==> config.mk <==
export PLATFORM = sky130hd
export DESIGN_NAME = nmea_rmc_sentence_parser
export DESIGN_NICKNAME = d
export VERILOG_FILES = /design/src/rtl/core/nrmc_pkg.sv /design/src/rtl/core/nrmc_fifo.sv /design/src/rtl/core/nrmc_front.sv /design/src/rtl/core/nrmc_back.sv /design/src/rtl/core/nmea_rmc_sentence_parser.sv
export SDC_FILE = /design/constraint.sdc
export NUM_CORES = 2
export LEC_CHECK = 0
export ABC_AREA = 1
export BUFFER_PORTS_ARGS = -buffer_cell sky130_fd_sc_hd__buf_2
export CAP_MARGIN = 20
export CORE_AREA = 4 4 532 534
export DETAILED_ROUTE_END_ITERATION = 16
export DIE_AREA = 0 0 536 538
export PLACE_DENSITY = 0.54
export RECOVER_POWER = 50
export SETUP_SLACK_MARGIN = 0.2
export SLEW_MARGIN = 10
export SYNTH_ARGS = -nofsm -noshare
export SYNTH_HDL_FRONTEND = slang
export SYNTH_HIERARCHICAL = 1
export SYNTH_SLANG_ARGS = --single-unit
==> constraint.sdc <==
create_clock -name aclk -period 36.6 [get_ports aclk]
set_input_delay 1.83 -clock aclk [delete_from_list [all_inputs] [get_ports aclk]]
set_output_delay 1.83 -clock aclk [all_outputs]
set_load 0.1 [all_outputs]
==> src/rtl/core/nrmc_pkg.sv <==
package nrmc_pkg;

    // Defaults for the top-level parameters
    localparam int MINUTE_FRACTION_DIGITS_DEF = 5;
    localparam int MAX_SENTENCE_BYTES_DEF     = 80;

    // Depth of the record queue between parser and converter
    localparam int QUEUE_DEPTH = 2;

    // Fixed widths of the raw sentence accumulators
    localparam int TIME_W = 20;
    localparam int LAT_W  = 14;
    localparam int LON_W  = 17;
    localparam int HEM_W  = 2;

    localparam int OFFSET_W     = 5;
    localparam logic [OFFSET_W-1:0] UTC_OFFSET_RESET = 5'd8;

    localparam logic [TIME_W-1:0] TIME_CAP      = 20'd999999;
    localparam logic [LAT_W-1:0]  LAT_WHOLE_CAP = 14'd9999;
    localparam logic [LON_W-1:0]  LON_WHOLE_CAP = 17'd99999;

    // Result widths
    localparam int HHMMSS_W = 18;
    localparam int LAT_E7_W = 30;
    localparam int LON_E7_W = 31;

    // ASCII codes
    localparam logic [7:0] CH_DOLLAR = 8'h24;
    localparam logic [7:0] CH_G      = 8'h47;
    localparam logic [7:0] CH_P      = 8'h50;
    localparam logic [7:0] CH_R      = 8'h52;
    localparam logic [7:0] CH_M      = 8'h4D;
    localparam logic [7:0] CH_C      = 8'h43;
    localparam logic [7:0] CH_A      = 8'h41;
    localparam logic [7:0] CH_S      = 8'h53;
    localparam logic [7:0] CH_W      = 8'h57;
    localparam logic [7:0] CH_STAR   = 8'h2A;
    localparam logic [7:0] CH_CR     = 8'h0D;
    localparam logic [7:0] CH_LF     = 8'h0A;
    localparam logic [7:0] CH_COMMA  = 8'h2C;
    localparam logic [7:0] CH_POINT  = 8'h2E;
    localparam logic [7:0] CH_ZERO   = 8'h30;
    localparam logic [7:0] CH_NINE   = 8'h39;

    typedef struct packed {
        logic full;
        logic empty;
    } q_stat_t;

    function automatic int pow10(input int n);
        int r;
        r = 1;
        case (n)
            0: r = 1;
            1: r = 10;
            2: r = 100;
            3: r = 1000;
            4: r = 10000;
            5: r = 100000;
            6: r = 1000000;
            7: r = 10000000;
            default: r = 1;
        endcase
        return r;
    endfunction

endpackage

==> src/rtl/core/nrmc_fifo.sv <==
module nrmc_fifo #(
    parameter int WIDTH = 8,
    parameter int DEPTH = 2
) (
    input  logic               aclk,
    input  logic               aresetn,
    input  logic               push,
    input  logic [WIDTH-1:0]   push_data,
    input  logic               pop,
    output logic [WIDTH-1:0]   pop_data,
    output nrmc_pkg::q_stat_t  stat
);
    import nrmc_pkg::*;

    localparam int PTR_W = (DEPTH > 1) ? $clog2(DEPTH) : 1;
    localparam int CNT_W = $clog2(DEPTH + 1);

    logic [WIDTH-1:0] mem_reg [DEPTH];
    logic [PTR_W-1:0] wr_ptr_reg, wr_ptr_next;
    logic [PTR_W-1:0] rd_ptr_reg, rd_ptr_next;
    logic [CNT_W-1:0] count_reg, count_next;
    logic             do_push, do_pop;

    assign stat.full  = (count_reg == CNT_W'(DEPTH));
    assign stat.empty = (count_reg == '0);
    assign do_push    = push && !stat.full;
    assign do_pop     = pop && !stat.empty;
    assign pop_data   = mem_reg[rd_ptr_reg];

    always_comb begin
        wr_ptr_next = wr_ptr_reg;
        rd_ptr_next = rd_ptr_reg;
        count_next  = count_reg;
        if (do_push) begin
            wr_ptr_next = (wr_ptr_reg == PTR_W'(DEPTH - 1)) ? '0 : wr_ptr_reg + 1'b1;
        end
        if (do_pop) begin
            rd_ptr_next = (rd_ptr_reg == PTR_W'(DEPTH - 1)) ? '0 : rd_ptr_reg + 1'b1;
        end
        if (do_push && !do_pop) begin
            count_next = count_reg + 1'b1;
        end else if (do_pop && !do_push) begin
            count_next = count_reg - 1'b1;
        end
    end

    always_ff @(posedge aclk) begin
        if (!aresetn) begin
            wr_ptr_reg <= '0;
            rd_ptr_reg <= '0;
            count_reg  <= '0;
        end else begin
            wr_ptr_reg <= wr_ptr_next;
            rd_ptr_reg <= rd_ptr_next;
            count_reg  <= count_next;
        end
    end

    always_ff @(posedge aclk) begin
        if (do_push) begin
            mem_reg[wr_ptr_reg] <= push_data;
        end
    end

endmodule

==> src/rtl/core/nrmc_front.sv <==
module nrmc_front #(
    parameter int MINUTE_FRACTION_DIGITS = 5,
    parameter int MAX_SENTENCE_BYTES     = 80
) (
    input  logic                                         aclk,
    input  logic                                         aresetn,
    input  logic                                         s_valid,
    output logic                                         s_ready,
    input  logic [7:0]                                   s_rx_byte,
    input  nrmc_pkg::q_stat_t                            q_stat,
    output logic                                         rec_push,
    output logic                                         rec_fix_ok,
    output logic [nrmc_pkg::TIME_W-1:0]                  rec_time,
    output logic [nrmc_pkg::LAT_W-1:0]                   rec_lat_whole,
    output logic [$clog2(10**MINUTE_FRACTION_DIGITS)-1:0] rec_lat_frac,
    output logic [nrmc_pkg::LON_W-1:0]                   rec_lon_whole,
    output logic [$clog2(10**MINUTE_FRACTION_DIGITS)-1:0] rec_lon_frac,
    output logic [nrmc_pkg::HEM_W-1:0]                   rec_hem
);
    import nrmc_pkg::*;

    localparam int FD     = MINUTE_FRACTION_DIGITS;
    localparam int FRAC_W = $clog2(10**FD);
    localparam int FD_W   = $clog2(FD + 1);
    localparam int SB_W   = $clog2(MAX_SENTENCE_BYTES + 1);

    // Header position: hunting, header characters matched, in body
    localparam logic [2:0] HP_HUNT = 3'd0;
    localparam logic [2:0] HP_ONE  = 3'd1;
    localparam logic [2:0] HP_BODY = 3'd6;

    localparam logic [2:0] FLD_TIME   = 3'd1;
    localparam logic [2:0] FLD_STATUS = 3'd2;
    localparam logic [2:0] FLD_LAT    = 3'd3;
    localparam logic [2:0] FLD_NS     = 3'd4;
    localparam logic [2:0] FLD_LON    = 3'd5;
    localparam logic [2:0] FLD_EW     = 3'd6;

    logic [2:0]        hp_reg, hp_next;
    logic [2:0]        fn_reg, fn_next;
    logic [SB_W-1:0]   sb_reg, sb_next;
    logic              ap_reg, ap_next;
    logic [FD_W-1:0]   fd_reg, fd_next;
    logic [TIME_W-1:0] time_reg, time_next;
    logic [LAT_W-1:0]  lat_w_reg, lat_w_next;
    logic [FRAC_W-1:0] lat_f_reg, lat_f_next;
    logic [LON_W-1:0]  lon_w_reg, lon_w_next;
    logic [FRAC_W-1:0] lon_f_reg, lon_f_next;
    logic [HEM_W-1:0]  hem_reg, hem_next;
    logic              st_reg, st_next;

    logic              accept;
    logic              is_digit;
    logic [3:0]        digit_val;
    logic [23:0]       time_mac;
    logic [16:0]       lat_mac;
    logic [19:0]       lon_mac;
    logic [FRAC_W+3:0] lat_fmac, lon_fmac;
    logic [FRAC_W-1:0] pad_src;
    logic [FRAC_W:0]   pad_mul;
    logic [2*FRAC_W:0] pad_prod;
    logic              frac_room;

    function automatic logic [7:0] hdr_char(input logic [2:0] pos);
        logic [7:0] c;
        c = CH_DOLLAR;
        case (pos)
            3'd1:    c = CH_G;
            3'd2:    c = CH_P;
            3'd3:    c = CH_R;
            3'd4:    c = CH_M;
            3'd5:    c = CH_C;
            default: c = CH_DOLLAR;
        endcase
        return c;
    endfunction

    assign s_ready   = !q_stat.full;
    assign accept    = s_valid && s_ready;
    assign is_digit  = (s_rx_byte >= CH_ZERO) && (s_rx_byte <= CH_NINE);
    assign digit_val = is_digit ? s_rx_byte[3:0] : 4'd0;
    assign frac_room = (fd_reg < FD_W'(FD));

    assign time_mac = 24'(time_reg) * 24'd10 + 24'(digit_val);
    assign lat_mac  = 17'(lat_w_reg) * 17'd10 + 17'(digit_val);
    assign lon_mac  = 20'(lon_w_reg) * 20'd10 + 20'(digit_val);
    assign lat_fmac = (FRAC_W+4)'(lat_f_reg) * (FRAC_W+4)'(10) + (FRAC_W+4)'(digit_val);
    assign lon_fmac = (FRAC_W+4)'(lon_f_reg) * (FRAC_W+4)'(10) + (FRAC_W+4)'(digit_val);

    // Pad the fraction to full length when its field closes
    assign pad_src  = (fn_reg == FLD_LAT) ? lat_f_reg : lon_f_reg;
    assign pad_mul  = (FRAC_W+1)'(pow10(FD - int'(fd_reg)));
    assign pad_prod = (2*FRAC_W+1)'(pad_src) * (2*FRAC_W+1)'(pad_mul);

    assign rec_time      = time_reg;
    assign rec_lat_whole = lat_w_reg;
    assign rec_lat_frac  = lat_f_reg;
    assign rec_lon_whole = lon_w_reg;
    assign rec_lon_frac  = lon_f_reg;
    assign rec_hem       = hem_reg;

    always_comb begin
        hp_next    = hp_reg;
        fn_next    = fn_reg;
        sb_next    = sb_reg;
        ap_next    = ap_reg;
        fd_next    = fd_reg;
        time_next  = time_reg;
        lat_w_next = lat_w_reg;
        lat_f_next = lat_f_reg;
        lon_w_next = lon_w_reg;
        lon_f_next = lon_f_reg;
        hem_next   = hem_reg;
        st_next    = st_reg;
        rec_push   = 1'b0;
        rec_fix_ok = 1'b0;

        if (accept) begin
            if (s_rx_byte == CH_DOLLAR) begin
                // Start over on any dollar
                hp_next    = HP_ONE;
                fn_next    = '0;
                sb_next    = SB_W'(1);
                ap_next    = 1'b0;
                fd_next    = '0;
                time_next  = '0;
                lat_w_next = '0;
                lat_f_next = '0;
                lon_w_next = '0;
                lon_f_next = '0;
                hem_next   = '0;
                st_next    = 1'b0;
            end else if (hp_reg != HP_HUNT) begin
                if (sb_reg >= SB_W'(MAX_SENTENCE_BYTES)) begin
                    hp_next = HP_HUNT;
                end else begin
                    sb_next = sb_reg + 1'b1;
                    if (hp_reg < HP_BODY) begin
                        hp_next = (s_rx_byte == hdr_char(hp_reg)) ? hp_reg + 1'b1 : HP_HUNT;
                    end else if (s_rx_byte == CH_STAR || s_rx_byte == CH_CR ||
                                 s_rx_byte == CH_LF) begin
                        hp_next = HP_HUNT;
                    end else if (s_rx_byte == CH_COMMA) begin
                        if (fn_reg == FLD_STATUS && !st_reg) begin
                            rec_push = 1'b1;
                            hp_next  = HP_HUNT;
                        end else if (fn_reg == FLD_EW) begin
                            rec_push   = 1'b1;
                            rec_fix_ok = 1'b1;
                            hp_next    = HP_HUNT;
                        end else begin
                            if (fn_reg == FLD_LAT) begin
                                lat_f_next = FRAC_W'(pad_prod);
                            end
                            if (fn_reg == FLD_LON) begin
                                lon_f_next = FRAC_W'(pad_prod);
                            end
                            fn_next = fn_reg + 1'b1;
                            ap_next = 1'b0;
                            fd_next = '0;
                        end
                    end else begin
                        case (fn_reg)
                            FLD_TIME: begin
                                if (s_rx_byte == CH_POINT) begin
                                    ap_next = 1'b1;
                                end else if (is_digit && !ap_reg) begin
                                    time_next = (time_mac > 24'(TIME_CAP)) ?
                                                TIME_CAP : TIME_W'(time_mac);
                                end
                            end
                            FLD_STATUS: begin
                                // Only the first character counts
                                if (!ap_reg) begin
                                    st_next = (s_rx_byte == CH_A);
                                    ap_next = 1'b1;
                                end
                            end
                            FLD_LAT: begin
                                if (s_rx_byte == CH_POINT) begin
                                    ap_next = 1'b1;
                                end else if (is_digit) begin
                                    if (!ap_reg) begin
                                        lat_w_next = (lat_mac > 17'(LAT_WHOLE_CAP)) ?
                                                     LAT_WHOLE_CAP : LAT_W'(lat_mac);
                                    end else if (frac_room) begin
                                        lat_f_next = FRAC_W'(lat_fmac);
                                        fd_next    = fd_reg + 1'b1;
                                    end
                                end
                            end
                            FLD_NS: begin
                                hem_next[0] = (s_rx_byte == CH_S);
                            end
                            FLD_LON: begin
                                if (s_rx_byte == CH_POINT) begin
                                    ap_next = 1'b1;
                                end else if (is_digit) begin
                                    if (!ap_reg) begin
                                        lon_w_next = (lon_mac > 20'(LON_WHOLE_CAP)) ?
                                                     LON_WHOLE_CAP : LON_W'(lon_mac);
                                    end else if (frac_room) begin
                                        lon_f_next = FRAC_W'(lon_fmac);
                                        fd_next    = fd_reg + 1'b1;
                                    end
                                end
                            end
                            FLD_EW: begin
                                hem_next[1] = (s_rx_byte == CH_W);
                            end
                            default: begin
                            end
                        endcase
                    end
                end
            end
        end
    end

    always_ff @(posedge aclk) begin
        if (!aresetn) begin
            hp_reg <= HP_HUNT;
            fn_reg <= '0;
            sb_reg <= '0;
            ap_reg <= 1'b0;
            fd_reg <= '0;
            st_reg <= 1'b0;
        end else begin
            hp_reg <= hp_next;
            fn_reg <= fn_next;
            sb_reg <= sb_next;
            ap_reg <= ap_next;
            fd_reg <= fd_next;
            st_reg <= st_next;
        end
    end

    always_ff @(posedge aclk) begin
        time_reg  <= time_next;
        lat_w_reg <= lat_w_next;
        lat_f_reg <= lat_f_next;
        lon_w_reg <= lon_w_next;
        lon_f_reg <= lon_f_next;
        hem_reg   <= hem_next;
    end

endmodule

==> src/rtl/core/nrmc_back.sv <==
module nrmc_back #(
    parameter int MINUTE_FRACTION_DIGITS = 5
) (
    input  logic                                         aclk,
    input  logic                                         aresetn,
    input  nrmc_pkg::q_stat_t                            q_stat,
    output logic                                         q_pop,
    input  logic                                         rec_fix_ok,
    input  logic [nrmc_pkg::TIME_W-1:0]                  rec_time,
    input  logic [nrmc_pkg::LAT_W-1:0]                   rec_lat_whole,
    input  logic [$clog2(10**MINUTE_FRACTION_DIGITS)-1:0] rec_lat_frac,
    input  logic [nrmc_pkg::LON_W-1:0]                   rec_lon_whole,
    input  logic [$clog2(10**MINUTE_FRACTION_DIGITS)-1:0] rec_lon_frac,
    input  logic [nrmc_pkg::HEM_W-1:0]                   rec_hem,
    input  logic [nrmc_pkg::OFFSET_W-1:0]                utc_offset,
    output logic                                         m_valid,
    input  logic                                         m_ready,
    output logic [nrmc_pkg::HHMMSS_W-1:0]                m_local_time_hhmmss,
    output logic                                         m_fix_valid,
    output logic [nrmc_pkg::LAT_E7_W-1:0]                m_latitude_e7,
    output logic                                         m_lat_south,
    output logic [nrmc_pkg::LON_E7_W-1:0]                m_longitude_e7,
    output logic                                         m_lon_west
);
    import nrmc_pkg::*;

    localparam int FD      = MINUTE_FRACTION_DIGITS;
    localparam int FRAC_W  = $clog2(10**FD);
    localparam int MINS_W  = $clog2(100 * (10**FD));
    localparam int SCALE   = 10**(7 - FD);
    localparam int SCALE_W = $clog2(SCALE + 1);
    localparam int SC_W    = 30;             // minutes scaled to 1e-7 stay below 1e9
    localparam int HH_W    = 7;
    localparam int MIN_W   = 7;
    localparam int LATD_W  = 7;
    localparam int LOND_W  = 10;
    localparam int REST_W  = 14;
    localparam int LATP_W  = 30;             // up to 99 degrees times 1e7
    localparam int LONP_W  = 34;             // up to 999 degrees times 1e7
    localparam int STAGES  = 6;

    // Reciprocals for division by a constant; each quotient is low by at most one
    localparam int R10K   = (1 << TIME_W) / 10000;
    localparam int R10K_W = $clog2(R10K + 1);
    localparam int R100A  = (1 << LAT_W) / 100;
    localparam int R100A_W = $clog2(R100A + 1);
    localparam int R100B  = (1 << LON_W) / 100;
    localparam int R100B_W = $clog2(R100B + 1);
    localparam int R60    = (1 << SC_W) / 60;
    localparam int R60_W  = $clog2(R60 + 1);

    localparam logic [LAT_E7_W-1:0] LAT_CAP = 30'd900000000;
    localparam logic [LON_E7_W-1:0] LON_CAP = 31'd1800000000;

    logic                 en;
    logic [STAGES-1:0]    sv_reg;
    logic                 m_valid_reg;

    // Stage 1: reciprocal products
    logic                 s1_ok_reg;
    logic [HEM_W-1:0]     s1_hem_reg;
    logic [TIME_W-1:0]    s1_t_reg;
    logic [LAT_W-1:0]     s1_latw_reg;
    logic [LON_W-1:0]     s1_lonw_reg;
    logic [FRAC_W-1:0]    s1_latf_reg, s1_lonf_reg;
    logic [HH_W-1:0]      s1_hh_reg;
    logic [LATD_W-1:0]    s1_latd_reg;
    logic [LOND_W-1:0]    s1_lond_reg;
    logic [TIME_W+R10K_W-1:0]  prod_t;
    logic [LAT_W+R100A_W-1:0]  prod_lat;
    logic [LON_W+R100B_W-1:0]  prod_lon;

    // Stage 2: quotient correction
    logic                 s2_ok_reg;
    logic [HEM_W-1:0]     s2_hem_reg;
    logic [FRAC_W-1:0]    s2_latf_reg, s2_lonf_reg;
    logic [HH_W-1:0]      s2_hh_reg;
    logic [REST_W-1:0]    s2_rest_reg;
    logic [LATD_W-1:0]    s2_latd_reg;
    logic [LOND_W-1:0]    s2_lond_reg;
    logic [MIN_W-1:0]     s2_latm_reg, s2_lonm_reg;
    logic [TIME_W-1:0]    rem_t;
    logic [LAT_W-1:0]     rem_lat;
    logic [LON_W-1:0]     rem_lon;

    // Stage 3: minutes assembled, degrees scaled, hour shifted
    logic                 s3_ok_reg;
    logic [HEM_W-1:0]     s3_hem_reg;
    logic [4:0]           s3_lh_reg;
    logic [REST_W-1:0]    s3_rest_reg;
    logic [MINS_W-1:0]    s3_latmin_reg, s3_lonmin_reg;
    logic [LATP_W-1:0]    s3_latp_reg;
    logic [LONP_W-1:0]    s3_lonp_reg;

    // Stage 4: minutes to 1e-7 units, time packed
    logic                 s4_ok_reg;
    logic [HEM_W-1:0]     s4_hem_reg;
    logic [HHMMSS_W-1:0]  s4_time_reg;
    logic [SC_W-1:0]      s4_latsc_reg, s4_lonsc_reg;
    logic [LATP_W-1:0]    s4_latp_reg;
    logic [LONP_W-1:0]    s4_lonp_reg;
    logic [MINS_W+SCALE_W-1:0] sc_lat, sc_lon;

    // Stage 5: divide by 60, estimate
    logic                 s5_ok_reg;
    logic [HEM_W-1:0]     s5_hem_reg;
    logic [HHMMSS_W-1:0]  s5_time_reg;
    logic [SC_W-1:0]      s5_latsc_reg, s5_lonsc_reg;
    logic [R60_W-1:0]     s5_latq_reg, s5_lonq_reg;
    logic [LATP_W-1:0]    s5_latp_reg;
    logic [LONP_W-1:0]    s5_lonp_reg;
    logic [SC_W+R60_W-1:0] p60_lat, p60_lon;

    // Stage 6: divide by 60, correction
    logic                 s6_ok_reg;
    logic [HEM_W-1:0]     s6_hem_reg;
    logic [HHMMSS_W-1:0]  s6_time_reg;
    logic [R60_W-1:0]     s6_latq_reg, s6_lonq_reg;
    logic [LATP_W-1:0]    s6_latp_reg;
    logic [LONP_W-1:0]    s6_lonp_reg;
    logic [SC_W-1:0]      r60_lat, r60_lon;

    // Output register
    logic [HHMMSS_W-1:0]  out_time_reg;
    logic                 out_ok_reg;
    logic [LAT_E7_W-1:0]  out_lat_reg;
    logic [LON_E7_W-1:0]  out_lon_reg;
    logic [HEM_W-1:0]     out_hem_reg;
    logic [LATP_W:0]      sum_lat;
    logic [LONP_W:0]      sum_lon;

    function automatic logic [4:0] mod24(input logic [7:0] s);
        logic [7:0] v;
        v = s;
        for (int i = 0; i < 6; i++) begin
            if (v >= 8'd24) begin
                v = v - 8'd24;
            end
        end
        return v[4:0];
    endfunction

    // Advance the whole pipe unless the result waits
    assign en    = !m_valid_reg || m_ready;
    assign q_pop = en && !q_stat.empty;

    assign prod_t   = (TIME_W+R10K_W)'(rec_time) * (TIME_W+R10K_W)'(R10K);
    assign prod_lat = (LAT_W+R100A_W)'(rec_lat_whole) * (LAT_W+R100A_W)'(R100A);
    assign prod_lon = (LON_W+R100B_W)'(rec_lon_whole) * (LON_W+R100B_W)'(R100B);

    assign rem_t   = s1_t_reg - TIME_W'(s1_hh_reg) * TIME_W'(10000);
    assign rem_lat = s1_latw_reg - LAT_W'(s1_latd_reg) * LAT_W'(100);
    assign rem_lon = s1_lonw_reg - LON_W'(s1_lond_reg) * LON_W'(100);

    assign sc_lon = (MINS_W+SCALE_W)'(s3_lonmin_reg) * (MINS_W+SCALE_W)'(SCALE);
    assign sc_lat = (MINS_W+SCALE_W)'(s3_latmin_reg) * (MINS_W+SCALE_W)'(SCALE);

    assign p60_lat = (SC_W+R60_W)'(s4_latsc_reg) * (SC_W+R60_W)'(R60);
    assign p60_lon = (SC_W+R60_W)'(s4_lonsc_reg) * (SC_W+R60_W)'(R60);

    assign r60_lat = s5_latsc_reg - SC_W'(s5_latq_reg) * SC_W'(60);
    assign r60_lon = s5_lonsc_reg - SC_W'(s5_lonq_reg) * SC_W'(60);

    assign sum_lat = (LATP_W+1)'(s6_latp_reg) + (LATP_W+1)'(s6_latq_reg);
    assign sum_lon = (LONP_W+1)'(s6_lonp_reg) + (LONP_W+1)'(s6_lonq_reg);

    always_ff @(posedge aclk) begin
        if (!aresetn) begin
            sv_reg      <= '0;
            m_valid_reg <= 1'b0;
        end else if (en) begin
            sv_reg      <= {sv_reg[STAGES-2:0], q_pop};
            m_valid_reg <= sv_reg[STAGES-1];
        end
    end

    always_ff @(posedge aclk) begin
        if (en) begin
            s1_ok_reg   <= rec_fix_ok;
            s1_hem_reg  <= rec_hem;
            s1_t_reg    <= rec_time;
            s1_latw_reg <= rec_lat_whole;
            s1_lonw_reg <= rec_lon_whole;
            s1_latf_reg <= rec_lat_frac;
            s1_lonf_reg <= rec_lon_frac;
            s1_hh_reg   <= prod_t[TIME_W +: HH_W];
            s1_latd_reg <= prod_lat[LAT_W +: LATD_W];
            s1_lond_reg <= prod_lon[LON_W +: LOND_W];

            s2_ok_reg   <= s1_ok_reg;
            s2_hem_reg  <= s1_hem_reg;
            s2_latf_reg <= s1_latf_reg;
            s2_lonf_reg <= s1_lonf_reg;
            if (rem_t >= TIME_W'(10000)) begin
                s2_hh_reg   <= s1_hh_reg + 1'b1;
                s2_rest_reg <= REST_W'(rem_t - TIME_W'(10000));
            end else begin
                s2_hh_reg   <= s1_hh_reg;
                s2_rest_reg <= REST_W'(rem_t);
            end
            if (rem_lat >= LAT_W'(100)) begin
                s2_latd_reg <= s1_latd_reg + 1'b1;
                s2_latm_reg <= MIN_W'(rem_lat - LAT_W'(100));
            end else begin
                s2_latd_reg <= s1_latd_reg;
                s2_latm_reg <= MIN_W'(rem_lat);
            end
            if (rem_lon >= LON_W'(100)) begin
                s2_lond_reg <= s1_lond_reg + 1'b1;
                s2_lonm_reg <= MIN_W'(rem_lon - LON_W'(100));
            end else begin
                s2_lond_reg <= s1_lond_reg;
                s2_lonm_reg <= MIN_W'(rem_lon);
            end

            s3_ok_reg     <= s2_ok_reg;
            s3_hem_reg    <= s2_hem_reg;
            s3_lh_reg     <= mod24(8'(s2_hh_reg) + 8'(utc_offset));
            s3_rest_reg   <= s2_rest_reg;
            s3_latmin_reg <= MINS_W'(s2_latm_reg) * MINS_W'(10**FD) + MINS_W'(s2_latf_reg);
            s3_lonmin_reg <= MINS_W'(s2_lonm_reg) * MINS_W'(10**FD) + MINS_W'(s2_lonf_reg);
            s3_latp_reg   <= LATP_W'(s2_latd_reg) * LATP_W'(10000000);
            s3_lonp_reg   <= LONP_W'(s2_lond_reg) * LONP_W'(10000000);

            s4_ok_reg    <= s3_ok_reg;
            s4_hem_reg   <= s3_hem_reg;
            s4_time_reg  <= HHMMSS_W'(s3_lh_reg) * HHMMSS_W'(10000) + HHMMSS_W'(s3_rest_reg);
            s4_latsc_reg <= SC_W'(sc_lat);
            s4_lonsc_reg <= SC_W'(sc_lon);
            s4_latp_reg  <= s3_latp_reg;
            s4_lonp_reg  <= s3_lonp_reg;

            s5_ok_reg    <= s4_ok_reg;
            s5_hem_reg   <= s4_hem_reg;
            s5_time_reg  <= s4_time_reg;
            s5_latsc_reg <= s4_latsc_reg;
            s5_lonsc_reg <= s4_lonsc_reg;
            s5_latq_reg  <= p60_lat[SC_W +: R60_W];
            s5_lonq_reg  <= p60_lon[SC_W +: R60_W];
            s5_latp_reg  <= s4_latp_reg;
            s5_lonp_reg  <= s4_lonp_reg;

            s6_ok_reg   <= s5_ok_reg;
            s6_hem_reg  <= s5_hem_reg;
            s6_time_reg <= s5_time_reg;
            s6_latq_reg <= (r60_lat >= SC_W'(60)) ? s5_latq_reg + 1'b1 : s5_latq_reg;
            s6_lonq_reg <= (r60_lon >= SC_W'(60)) ? s5_lonq_reg + 1'b1 : s5_lonq_reg;
            s6_latp_reg <= s5_latp_reg;
            s6_lonp_reg <= s5_lonp_reg;

            // Zero the position on an invalid fix, clamp to the legal range
            out_time_reg <= s6_time_reg;
            out_ok_reg   <= s6_ok_reg;
            out_hem_reg  <= s6_ok_reg ? s6_hem_reg : '0;
            if (!s6_ok_reg) begin
                out_lat_reg <= '0;
            end else if (sum_lat > (LATP_W+1)'(LAT_CAP)) begin
                out_lat_reg <= LAT_CAP;
            end else begin
                out_lat_reg <= LAT_E7_W'(sum_lat);
            end
            if (!s6_ok_reg) begin
                out_lon_reg <= '0;
            end else if (sum_lon > (LONP_W+1)'(LON_CAP)) begin
                out_lon_reg <= LON_CAP;
            end else begin
                out_lon_reg <= LON_E7_W'(sum_lon);
            end
        end
    end

    assign m_valid             = m_valid_reg;
    assign m_local_time_hhmmss = out_time_reg;
    assign m_fix_valid         = out_ok_reg;
    assign m_latitude_e7       = out_lat_reg;
    assign m_lat_south         = out_hem_reg[0];
    assign m_longitude_e7      = out_lon_reg;
    assign m_lon_west          = out_hem_reg[1];

endmodule

==> src/rtl/core/nmea_rmc_sentence_parser.sv <==
// RMC sentence parser for a GPS serial byte stream.
// Input channel s_*: one received character per beat on s_rx_byte. The block
// hunts for "$GPRMC", splits the fields at commas and collects time, status,
// latitude and longitude. Up to one byte is taken per cycle.
// Result channel m_*: one beat per sentence, at the comma that closes the
// E/W field, or at the comma that closes the status field on an invalid fix
// (then position and hemisphere bits are zero). Time is hhmmss after adding
// the hour offset written through cfg_wr_en/cfg_wr_data, mod 24.
// Path: a record pushed at the closing comma leaves the queue into the 6-stage
// conversion pipe (constant divides by reciprocal multiply and correction),
// then passes the output register. Throughput: one byte per cycle while
// s_ready is high; results can follow back to back.
// A 2-entry record queue parts the byte parser from the conversion pipe. When
// m_ready is low the pipe holds, the queue fills, and s_ready drops only while
// the queue is full.
// Reset: aresetn low at a clock edge clears the parser to hunting, empties the
// queue and the pipe, and sets the hour offset to 8.
module nmea_rmc_sentence_parser #(
    parameter int MINUTE_FRACTION_DIGITS = nrmc_pkg::MINUTE_FRACTION_DIGITS_DEF,
    parameter int MAX_SENTENCE_BYTES     = nrmc_pkg::MAX_SENTENCE_BYTES_DEF
) (
    input  logic                           aclk,
    input  logic                           aresetn,
    input  logic                           s_valid,
    output logic                           s_ready,
    input  logic [7:0]                     s_rx_byte,
    output logic                           m_valid,
    input  logic                           m_ready,
    output logic [nrmc_pkg::HHMMSS_W-1:0]  m_local_time_hhmmss,
    output logic                           m_fix_valid,
    output logic [nrmc_pkg::LAT_E7_W-1:0]  m_latitude_e7,
    output logic                           m_lat_south,
    output logic [nrmc_pkg::LON_E7_W-1:0]  m_longitude_e7,
    output logic                           m_lon_west,
    input  logic                           cfg_wr_en,
    input  logic [nrmc_pkg::OFFSET_W-1:0]  cfg_wr_data
);
    import nrmc_pkg::*;

    localparam int FRAC_W = $clog2(10**MINUTE_FRACTION_DIGITS);
    localparam int REC_W  = 1 + HEM_W + 2 * FRAC_W + LON_W + LAT_W + TIME_W;

    logic [OFFSET_W-1:0] utc_offset_reg;

    q_stat_t             q_stat;
    logic                rec_push, q_pop;
    logic                fr_ok, bk_ok;
    logic [TIME_W-1:0]   fr_time, bk_time;
    logic [LAT_W-1:0]    fr_latw, bk_latw;
    logic [FRAC_W-1:0]   fr_latf, bk_latf;
    logic [LON_W-1:0]    fr_lonw, bk_lonw;
    logic [FRAC_W-1:0]   fr_lonf, bk_lonf;
    logic [HEM_W-1:0]    fr_hem, bk_hem;
    logic [REC_W-1:0]    q_wdata, q_rdata;

    always_ff @(posedge aclk) begin
        if (!aresetn) begin
            utc_offset_reg <= UTC_OFFSET_RESET;
        end else if (cfg_wr_en) begin
            utc_offset_reg <= cfg_wr_data;
        end
    end

    nrmc_front #(
        .MINUTE_FRACTION_DIGITS (MINUTE_FRACTION_DIGITS),
        .MAX_SENTENCE_BYTES     (MAX_SENTENCE_BYTES)
    ) u_front (
        .aclk          (aclk),
        .aresetn       (aresetn),
        .s_valid       (s_valid),
        .s_ready       (s_ready),
        .s_rx_byte     (s_rx_byte),
        .q_stat        (q_stat),
        .rec_push      (rec_push),
        .rec_fix_ok    (fr_ok),
        .rec_time      (fr_time),
        .rec_lat_whole (fr_latw),
        .rec_lat_frac  (fr_latf),
        .rec_lon_whole (fr_lonw),
        .rec_lon_frac  (fr_lonf),
        .rec_hem       (fr_hem)
    );

    assign q_wdata = {fr_ok, fr_hem, fr_lonf, fr_lonw, fr_latf, fr_latw, fr_time};
    assign {bk_ok, bk_hem, bk_lonf, bk_lonw, bk_latf, bk_latw, bk_time} = q_rdata;

    nrmc_fifo #(
        .WIDTH (REC_W),
        .DEPTH (QUEUE_DEPTH)
    ) u_queue (
        .aclk      (aclk),
        .aresetn   (aresetn),
        .push      (rec_push),
        .push_data (q_wdata),
        .pop       (q_pop),
        .pop_data  (q_rdata),
        .stat      (q_stat)
    );

    nrmc_back #(
        .MINUTE_FRACTION_DIGITS (MINUTE_FRACTION_DIGITS)
    ) u_back (
        .aclk                (aclk),
        .aresetn             (aresetn),
        .q_stat              (q_stat),
        .q_pop               (q_pop),
        .rec_fix_ok          (bk_ok),
        .rec_time            (bk_time),
        .rec_lat_whole       (bk_latw),
        .rec_lat_frac        (bk_latf),
        .rec_lon_whole       (bk_lonw),
        .rec_lon_frac        (bk_lonf),
        .rec_hem             (bk_hem),
        .utc_offset          (utc_offset_reg),
        .m_valid             (m_valid),
        .m_ready             (m_ready),
        .m_local_time_hhmmss (m_local_time_hhmmss),
        .m_fix_valid         (m_fix_valid),
        .m_latitude_e7       (m_latitude_e7),
        .m_lat_south         (m_lat_south),
        .m_longitude_e7      (m_longitude_e7),
        .m_lon_west          (m_lon_west)
    );

endmodule

# == Yosys cells after proc, flatten, opt, wreduce, memory -nomap -nowiden ==
# Memories as Yosys holds them, arrays and structs flattened. A register that Yosys moved wholly into a read port is not among the register bits.
# Index checks and enable logic that the tools add are counted.
# op_classes
addsub,39
n_mul,23
n_reduce_logical,59
order_cmp,21
n_div,0
muxes,168
eq_ne,34
shift,0
bitwise_logic,1
# op_table
cell,count
$mux W17,37
$mux W20,9
$mux W14,11
$mux W8,15
$mul A28 B25 Y53 const B,2
$mux W3,30
$ge A30 B6 Y1 const B,2
$sub A30 B30 Y30,2
$mul A24 B5 Y28 const B,2
$mul A25 B4 Y28 const B,2
$add A17 B4 Y17,3
$add A25 B1 Y25 const B,2
$mux W25,2
$mux W7,7
$add A24 B17 Y24,2
$ge A8 B5 Y1 const B,6
$mux W1,42
$sub A8 B5 Y8 const B,5
$mul A7 B12 Y19 const B,2
$add A34 B25 Y35,1
$gt A35 B31 Y1 const B,1
$pmux W7 S5,1
$mul A17 B3 Y16 const B,2
$eq A8 B6 Y1 const B,4
other kinds (83),153
# word_totals
rom_bits,168
regBits,949
word_cells,424
ram_bits,176
out_inout_bits,84
n_memories,2
latch_bits,0
# memory_table
memory,words,word_bits,rd,rd_clocked_by_memory_dff,wr,line_no,text
u_queue.mem_reg,2,88,1,1,1,nrmc_fifo.sv:18,logic [WIDTH-1:0] mem_reg [DEPTH];
(name not given),8,21,1,0,0,nrmc_pkg.sv:54,case (n)

# == Longest topological paths before layout ==
# depth
word_depth,18
depth_mapped,43
mapped_depth_nobuf,43

# == By module ==
# Netlist, hierarchy kept.
# modules_own_cells
mod,n_inst,cells_per_inst,area_each_um2,seq_area_each_um2
nrmc_back,1,7056,73812.0,25004.0
nrmc_front,1,2258,16374.5,2972.9
nrmc_fifo,1,312,6667.6,5385.2
nmea_rmc_sentence_parser,1,30,212.7,100.1

# == Worst setup path before layout ==
# OpenSTA, ideal clock, no wires.
# synth_timing
kind,input port to flip-flop
from,input port m_ready
to,register u_back.out_ok_reg (netlist: u_back/m_fix_valid) (enable)
setup_time_ns,1.172
path_slack_ns,17.492
arrival_ns,17.935
path_stages,2
required_ns,35.428
path_cell_list,nor2_1 inv_1
# synth_via
elab_chain_cells,1
# synth_rtl
element,line_no,text
start: declaration,nmea_rmc_sentence_parser.sv:28,"input logic m_ready,"
$logic_or A1 B1 Y1,nrmc_back.sv:144,assign en = !m_valid_reg || m_ready;
end signal: assignment,nrmc_back.sv:253,out_ok_reg <= s6_ok_reg;
end: declaration,nrmc_back.sv:125,logic out_ok_reg;
# No other way between the ends.
# A chain may end at the register's enable or synchronous reset.

# == Worst setup path in the final report ==
# layout_timing
from,input port m_ready
to,register u_back.s4_lonp_reg[33] (enable)
# layout_via
elab_chain_cells,1
# layout_rtl
element,line_no,text
$logic_or A1 B1 Y1,nrmc_back.sv:144,
end signal: assignment,nrmc_back.sv:231,s4_lonp_reg <= s3_lonp_reg;
end: declaration,nrmc_back.sv:101,logic [LONP_W-1:0] s4_lonp_reg;
# No other way between the ends.

==> flow_metrics.env <==
export IMPL_crit_arrival_ns=13.51
export IMPL_period_needed_ns=13.42
export IMPL_rr_startpoint="u_back/m_valid"
export IMPL_hpwl_um=166000
export IMPL_synth_warnings=6
export IMPL_path_buf_inv=4
export IMPL_largest_register_ffs=176
export IMPL_p_sw_w=0.000903
export IMPL_p_comb_frac=0.153
export IMPL_rsz0062_at_grt="false"
export IMPL_yosysTopAreaCellShare=0.338
export IMPL_post_cts_buffers=0
export IMPL_power_share_switching=0.266
export IMPL_antenna_found_initial=2
export IMPL_grt_busiest_layer="met2"
export IMPL_synth_edff_count=1091
export IMPL_first_pass_iters=8
export IMPL_die_h_um=538
export IMPL_clock_sinks=1126
export IMPL_drcViolationCount=0
export IMPL_slew_violations=747
export IMPL_drv_cap=11
export IMPL_grt_pass1_vias=66510
export IMPL_ys_seq_area_frac=0.345
export IMPL_via_per_inst=4.70
export IMPL_crit_family="buffers and inverters"
export IMPL_fmaxAchievable_ghz=0.0745
export IMPL_startpoint="m_ready"
export IMPL_cpMostUsedCell="clkbuf_1"
export IMPL_grtUsageMet1=0.194
export IMPL_critical_path_max_stage_delay_ns=6.49
export IMPL_path_depth=5
export IMPL_synth_area_mm2=0.0971
export IMPL_post_cts_resized=0
export IMPL_port_buffers=101
export IMPL_async_flop_share=0
export IMPL_core_area_mm2=0.278
export IMPL_grt_pass1_wl_um=342000
export IMPL_overflow=0
export IMPL_p_leak_nw=50.8
export IMPL_dieArea_mm2=0.288
export IMPL_clockBufferDepth=4
export IMPL_yosysUniqueCellTypes=76
export IMPL_outcome="finished, violations left"
export IMPL_max_slew_worst_pin_slew_ns=9.40
export IMPL_ctsHoldBuffers=0
export IMPL_grtUsageMet3=0.0200
export IMPL_cp_max_fo=185
export IMPL_gp_congestion=0.901
export IMPL_grt_max_degree=186
export IMPL_ys_top_cells_by_area="edfxtp_1 (34%), ha_1 (21%), fa_1 (12%)"
export IMPL_wirelength_um=206000
export IMPL_nNetsFinal=12111
export IMPL_yosysMostFrequentCell="inv_1"
export IMPL_failed_checks="max-capacitance violations, max-slew violations"
export IMPL_finalSetupTns_ns=0
export IMPL_required_ns=36.69
export IMPL_min_path_cells=0
export IMPL_dr_total_vias=64461
export IMPL_clockPowerShare=0.416
export IMPL_synth_top_cells_by_count="inv_1 (1856), ha_1 (1625), nand2_1 (1235)"
export IMPL_crit_chain="buf_2 > nor2_1 > clkinvlp_2 > clkbuf_1 > clkbuf_1"
export IMPL_hold_viol_final=0
export IMPL_min_from="u_back/s3_latp_reg[25]"
export IMPL_fill_cells=27473
export IMPL_h_tree_depth=4
export IMPL_die_w_um=536
export IMPL_synth_area_per_cell_um2=10.1
export IMPL_row_count=194
export IMPL_peakVddDrop_v=0.0000406
export IMPL_synth_fp_nets=11889
export IMPL_crit_path_end_kind="register"
export IMPL_fin_skew_ns=0.0682
export IMPL_finalCritPeriodShare=0.367
export IMPL_globalRouteTotalUtil=0.144
export IMPL_wl_per_cell_um=15.1
export IMPL_drive_above_1_share=0.0442
export IMPL_start_util=0.349
export IMPL_syn_inst=9656
export IMPL_cts_tree="yes"
export IMPL_crit_type="input pin to register"
export IMPL_grtUsageMet2=0.246
export IMPL_areaGrowthSynthToFinish_pct=9.87
export IMPL_ys_flop_type="edfxtp_1"
export IMPL_power_density_mw_per_mm2=31.8
export IMPL_total_power_w=0.00339
export IMPL_drtIter0Drc=3108
export IMPL_insertion_delay_ns=0.82
export IMPL_hold_ws_ns=0.399
export IMPL_setup_viol=0
export IMPL_cts_buffers=144
export IMPL_seq_power_share=0.432
export IMPL_relSlewSlack=-5.27
export IMPL_final_util=0.383
export IMPL_hp_class="register to register"
export IMPL_p_int_w=0.00249
export IMPL_cp_start_kind="input pin"
export IMPL_cts_root_buf="clkbuf_16"
export IMPL_crit_slowest_cell="clkbuf_1"
export IMPL_worstRegToRegCells=5
export IMPL_ant_nets=0
export IMPL_synth_seq_cells=1126
export IMPL_clk_pin_slew_worst_paths_ns=0.06
export IMPL_synth_largest_area_cell="edfxtp_1"
export IMPL_ios=102
kinds of logic (layout without fill, tap and decap cells):
logic type,count (synthesis),in the layout,synth area share
simple gates,2439,2439,0.110
fa+ha+maj,2215,2215,0.331
buf+inv,1935,2258,0.0758
compound gates,1221,1221,0.0702
flops,1126,1126,0.345
xor+xnor,631,631,0.0570
mux,89,89,0.0111
other cells,0,1,0
routing by layer:
metal | wire length, µm | vias up | part of all wire
met2 | 97500 | 813 | 0.47
met1 | 97400 | 30736 | 0.47
met4 | 4320 | 0 | 0.021
li1 | - | 32665 | -
met5 | 0 | - | 0
met3 | 7150 | 247 | 0.035
path summary, 6_finish.rpt:
check	to	slack, ns
setup / recovery	u_back/s4_lonp_reg[33]	23.18
hold / removal	u_back/s4_latp_reg[25]	0.40
setup reg to reg	u_back/s4_lonp_reg[33]	23.94
hold reg to reg	u_back/s4_latp_reg[25]	0.40
metrics by stage:
step / cells / area [µm²] / setup WS (ns)
3_5_place_dp: 13454 / 102000 / 29.62
2_1_floorplan: 9656 / 97100 / 17.49
6_report: 13704 / 107000 / 23.18
4_1_cts: 13701 / 107000 / 29.59
5_1_grt: 13704 / 107000 / 21.62
3_3_place_gp: 13453 / 102000 / 29.73
cell usage in the layout, fill, tap and decap left out, types with 40 or more instances in the layout:
cell and n:
inv_1 1855, ha_1 1625, nand2_1 1235, edfxtp_1 1091
a21oi_1 651, fa_1 590, nor2_1 516, xor2_1 434
nand3_1 281, o21ai_0 275, xnor2_1 196, clkbuf_16 150
nand4_1 137, clkbuf_1 118, nor3_1 69, mux2_1 62
o21bai_1 52, nand2_2 43, o21ai_1 40
power by group through the flow:
| stage | Combinational, W | Sequential (W) | Clock [W] |
|---|---|---|---|
| global placement | 0.000512 | 0.00149 | 0 |
| floorplan | 0.000379 | 0.00153 | 0 |
| CTS | 0.000524 | 0.00146 | 0.00147 |
| finish | 0.000517 | 0.00146 | 0.00141 |
| detailed placement | 0.000521 | 0.00149 | 0 |
| global route | 0.000586 | 0.00146 | 0.00152 |
cell type report:
| class | count | area (µm²) | share of cell area |
|---|---|---|---|
| multi-input cells | 6595 | 56200 | 0.527 |
| flip-flops and latches | 1126 | 33500 | 0.314 |
| inverters | 1877 | 7050 | 0.0661 |
| well taps | 3724 | 4660 | 0.0437 |
| clock buffers | 171 | 3860 | 0.0362 |
| clock inverters | 76 | 800 | 0.00750 |
| repair buffers | 134 | 633 | 0.00594 |
| diodes | 1 | 2.50 | 0.0000235 |
No activity file was read; power rests on OpenSTA's default activity.
